$ cat src/rtl/core/csc_pkg.sv
// Shared types and constants for the conflict serializability checker.
// Depends on nothing; imported by the controller, datapath and top level.
package csc_pkg;

  localparam int TXN_W     = 7;
  localparam int ITEM_W    = 16;
  localparam int FLAGS_W   = 64;
  localparam int APB_DW    = 32;
  localparam int APB_AW    = 3;

  localparam logic REG_NUM_TXNS = 1'b0;
  localparam logic [TXN_W-1:0] NUM_TXNS_RST = 7'd64;

  typedef enum logic [3:0] {
    CMD_NONE,
    CMD_ACCEPT,
    CMD_CHECK,
    CMD_SCAN,
    CMD_APPEND,
    CMD_EDGE_RD,
    CMD_EDGE_WR,
    CMD_DFS_INIT,
    CMD_ROOT,
    CMD_STEP,
    CMD_POP,
    CMD_EMIT
  } dp_cmd_t;

  typedef struct packed {
    logic op_ok;
    logic last;
    logic scan_done;
    logic from_empty;
    logic root_done;
    logic root_visited;
    logic cand_nz;
    logic sp_last;
    logic out_free;
  } dp_status_t;

endpackage

$ cat src/rtl/core/csc_ctrl.sv
// Controller state machine: sequences accept, scan, edge insert, DFS and emit.
// Depends on csc_pkg; drives csc_datapath through commands.
module csc_ctrl (
  input  logic                 clk,
  input  logic                 rst_n,
  input  logic                 in_valid,
  output logic                 in_ready,
  input  csc_pkg::dp_status_t  status,
  output csc_pkg::dp_cmd_t     cmd
);
  import csc_pkg::*;

  typedef enum logic [3:0] {
    S_IDLE,
    S_CHECK,
    S_SCAN,
    S_APPEND,
    S_EDGE_RD,
    S_EDGE_WR,
    S_DFS_INIT,
    S_ROOT,
    S_STEP,
    S_POP,
    S_EMIT
  } state_t;

  state_t state_r;
  state_t state_nxt;

  assign in_ready = (state_r == S_IDLE);

  always_comb begin
    state_nxt = state_r;
    cmd       = CMD_NONE;
    case (state_r)
      S_IDLE: begin
        if (in_valid) begin
          cmd       = CMD_ACCEPT;
          state_nxt = S_CHECK;
        end
      end
      S_CHECK: begin
        cmd = CMD_CHECK;
        if (status.op_ok) begin
          state_nxt = S_SCAN;
        end else if (status.last) begin
          state_nxt = S_DFS_INIT;
        end else begin
          state_nxt = S_IDLE;
        end
      end
      S_SCAN: begin
        cmd = CMD_SCAN;
        if (status.scan_done) begin
          state_nxt = S_APPEND;
        end
      end
      S_APPEND: begin
        cmd       = CMD_APPEND;
        state_nxt = S_EDGE_RD;
      end
      S_EDGE_RD: begin
        cmd = CMD_EDGE_RD;
        if (!status.from_empty) begin
          state_nxt = S_EDGE_WR;
        end else if (status.last) begin
          state_nxt = S_DFS_INIT;
        end else begin
          state_nxt = S_IDLE;
        end
      end
      S_EDGE_WR: begin
        cmd       = CMD_EDGE_WR;
        state_nxt = S_EDGE_RD;
      end
      S_DFS_INIT: begin
        cmd       = CMD_DFS_INIT;
        state_nxt = S_ROOT;
      end
      S_ROOT: begin
        cmd = CMD_ROOT;
        if (status.root_done) begin
          state_nxt = S_EMIT;
        end else if (!status.root_visited) begin
          state_nxt = S_STEP;
        end
      end
      S_STEP: begin
        cmd = CMD_STEP;
        if (status.cand_nz) begin
          state_nxt = S_STEP;
        end else if (status.sp_last) begin
          state_nxt = S_ROOT;
        end else begin
          state_nxt = S_POP;
        end
      end
      S_POP: begin
        cmd       = CMD_POP;
        state_nxt = S_STEP;
      end
      S_EMIT: begin
        if (status.out_free) begin
          cmd       = CMD_EMIT;
          state_nxt = S_IDLE;
        end
      end
      default: begin
        state_nxt = S_IDLE;
      end
    endcase
  end

  always_ff @(posedge clk) begin
    if (!rst_n) begin
      state_r <= S_IDLE;
    end else begin
      state_r <= state_nxt;
    end
  end

endmodule

$ cat config.mk
export PLATFORM = sky130hd
export DESIGN_NAME = csc_ctrl
export DESIGN_NICKNAME = d
export VERILOG_FILES = /design/src/rtl/core/csc_pkg.sv /design/src/rtl/core/csc_ctrl.sv
export SDC_FILE = /design/constraint.sdc
export NUM_CORES = 1
export LEC_CHECK = 0
export ABC_AREA = 1
export BUFFER_PORTS_ARGS = -buffer_cell sky130_fd_sc_hd__buf_2
export CELL_PAD_IN_SITES_DETAIL_PLACEMENT = 1
export CELL_PAD_IN_SITES_GLOBAL_PLACEMENT = 1
export CORE_MARGIN = 1
export CORE_UTILIZATION = 25
export DETAILED_ROUTE_END_ITERATION = 10
export PLACE_DENSITY_LB_ADDON = 0.1
export SETUP_SLACK_MARGIN = 0.15
export SYNTH_ARGS = -nofsm -noshare
export SYNTH_HDL_FRONTEND = slang
export SYNTH_SLANG_ARGS = --single-unit
$ cat constraint.sdc
create_clock -name clk -period 1.36 [get_ports clk]
set_input_delay 0.136 -clock clk [delete_from_list [all_inputs] [get_ports clk]]
set_output_delay 0.136 -clock clk [all_outputs]
set_load 0.005 [all_outputs]
==> run_results.csv <==
group,metric,value,unit
run_status,status,"finished, violations left",
run_status,violations,"negative setup slack",
cts,cts_made_buffers,3,
cts,clkTransAtPathRegs,0.04,ns
final_layout,syn2layout_area_growth,71.1,%
place,place_inst,133,
yosys,postSynthCellCount,89,
floorplan,fp-row-count,15,
detailed_routing,vias,693,
final_layout,fin_nets,138,
worst_setup_path,crit_arrival,1.25,ns
power_and_ir_drop,p_switching,613,uW
timing,setup_viol,1,
worst_setup_path,reg2reg_slack,0.01,ns
yosys,synth.area.top_cells,"nand2_1 24%, dfxtp_1 17%, inv_1 8.7%, nor2_1 7.9%, nor2_2 6.6%",
yosys,yosysWarnings,0,
place,port_buffers,16,
power_and_ir_drop,p_int,677,uW
place,postPlaceCellArea,609,sq um
yosys,synth_top_family_by_area,"simple AND/OR/NAND/NOR gates",
yosys,synth.area.mux_share,0,%
power_and_ir_drop,max-vdd-ir-drop,0.655,mV
floorplan,fp.dieArea,0.00208,sq mm
detailed_routing,drc,0,
grt,use_met2,36.3,%
final_layout,antennaDiodeCount,0,
timing,rsz0062_at_grt,"yes",
grt,gr-total-overflow,0,
final_layout,drive_above_1_share,53.2,%
place,place_ws,0.0265,ns
final_layout,regArea,95.1,sq um
place,dp_hpwl,1.37,mm
cts,clock_sinks,4,
worst_setup_path,worstPathRequired,1.22,ns
timing,slew_headroom,85.5,%
floorplan,io_pins,17,
timing,fin_crit,1.39,ns
yosys,syn_avg_cell_area,5.34,sq um
final_layout,largest_register,"state_r",
power_and_ir_drop,p_sw_share,47.5,%
cts,clockBufferDepth,2,
final_layout,reg.largest.list,"state_r: 4 flops",
cts,ctsHoldBuffers,0,
yosys,synth_compound_area_share,10.5,%
grt,grt_antenna_before_repair,0,
flow_run,drv_cap,0,
grt,grt_max_degree,7,
timing,worstMarginPinSlew,0.217,ns
grt,met1_usage,26.7,%
floorplan,die_w,45.6,um
yosys,synth_xor_area_share,0,%
cts,clock_latency,0.23,ns
grt,grt_util_met3,4.76,%
power_and_ir_drop,p_comb_share,69.4,%
yosys,ys_ff_latch,4,
timing,finalHoldViolations,0,
worst_setup_path,worstSetupPathType,"reg -> out",
timing,timing.final.ws_setup,-0.0268,ns
detailed_routing,drt-total-wl,1.87,mm
final_layout,instances_no_fill,149,
place,gp_congestion,0.766,
detailed_routing,drt-initial-drc-count,1,
final_layout,utilization,46.6,%
worst_setup_path,endpoint_kind,"output pin",
yosys,synthSimpleGateAreaFrac,61.6,%
worst_setup_path,critPathLaunchType,"flip-flop",
yosys,netlist_area,475,sq um
final_layout,multi_input_area,399,sq um
final_layout,largest_reg_flops,4,
floorplan,core_area,0.00175,sq mm
cts,ctsHtreeMaxLevel,1,
power_and_ir_drop,power.leakage,0.433,nW
detailed_routing,vias_per_cell,4.65,
grt,grt_pass1_vias,690,
yosys,synth_nets,101,
timing,clock_skew,0.00214,ns
floorplan,initial_utilization,27.2,%
yosys,synth_seq_area_share,16.8,%
yosys,synthAdderAreaFrac,0,%
final_layout,n_fill_cell,249,
power_and_ir_drop,p_seq_share,19.3,%
detailed_routing,ant_nets,0,
timing,drv_slew,0,
detailed_routing,wl_per_cell,12.6,um
floorplan,dieHeight,45.6,um
worst_setup_path,worst-path-max-fanout,6,
grt,grt_busiest_layer,"met2",
power_and_ir_drop,power.density,1590,mW/mm^2
detailed_routing,dr.pass1.iters,2,
grt,gr-usage-all-layers,20.8,%
yosys,yosysTopAreaCell,"nand2_1",
grt,grt_pass1_wl,3.08,mm
power_and_ir_drop,pwr-share-clk,11.3,%
yosys,ys_types,15,
yosys,netlist.area_leader.share,24.5,%
min_path,hold_class,"in -> reg",
timing,fin_crit_sh,102,%
timing,fmax,721,MHz
cts,cts_tree,"built",
cts,root_buffer,"clkbuf_4",
final_layout,final_cell_area,813,sq um
==> per-stage QoR <==
step / power [mW] / setup TNS, ns / hold slack [ns]
2_1_floorplan: 0.652 / 0 / 0.234
3_3_place_gp: 0.937 / 0 / 0.346
3_5_place_dp: 0.947 / 0 / 0.345
4_1_cts: 1.23 / -0.0264 / 0.102
5_1_grt: 1.42 / -0.386 / 0.112
6_report: 1.29 / -0.0268 / 0.103
==> power groups by stage <==
stage	Clock (mW)	Combinational [mW]	Sequential, mW
after detailed placement	0	0.733	0.213
after global routing	0.167	0.998	0.256
final	0.146	0.896	0.249
after CTS	0.153	0.831	0.243
after global placement	0	0.724	0.213
after floorplan	0	0.445	0.207
==> synth_stat cells, drive strengths merged <==
cell / n
dfxtp: 4
nand4: 1
inv: 14
nand3b: 4
nor2: 17
o21ai: 4
a31oi: 1
a21oi: 3
nand2: 34
o2111ai: 1
nand3: 6
==> final cells by class <==
type / count / share of cell area [%]
Multi-Input combinational cell: 71 / 49.1
Sequential cell: 4 / 11.7
Timing Repair Buffer: 32 / 25.5
Inverter: 14 / 7.08
Clock buffer: 3 / 2.77
Tap cell: 25 / 3.85
==> per-layer routing <==
layer | up-vias | share of wire, %
li1 | 352 | -
met1 | 325 | 44
met2 | 14 | 52
met3 | 2 | 2.0
met4 | 0 | 1.2
met5 | - | 0
==> worst paths after layout <==
kind | from | to | cells past startpoint
max | state_r[3]$_SDFFE_PN0P_ | cmd[0] | 7
min | rst_n | state_r[2]$_SDFFE_PN0P_ | 3
max reg2reg | state_r[3]$_SDFFE_PN0P_ | state_r[1]$_SDFFE_PN0P_ | 10
min reg2reg | state_r[1]$_SDFFE_PN0P_ | state_r[1]$_SDFFE_PN0P_ | 2
==> kinds of logic after synthesis <==
group | after synthesis
DFF | 4
and+or+nand+nor | 62
AOI/OAI and AO/OA | 9
buffers and inverters | 14
==> placed cells by master (no fill, tap or decap), types with 5 or more instances in the layout <==
cell type,instances
nand2_1,26
buf_2,16
buf_4,14
nand2_2,8
inv_1,8
nor2_1,8
nand3_1,6
nor2_2,5
==> repair_timing <==
item,4_1_cts,5_1_grt
gates resized for setup,20,11
buffers inserted,9,4
setup endpoints to repair,8,8
gates cloned,0,0
pin swaps,6,2
==> worst max-delay path: stages, from the launching register on <==
cell and delay, ns:
dfxtp_4 0.36, inv_4 0.07, nor2_4 0.05, nand2_2 0.07, inv_2 0.05, a31oi_4 0.16
o2111ai_2 0.11, buf_2 0.14
Power figures use the tool's default switching activity.
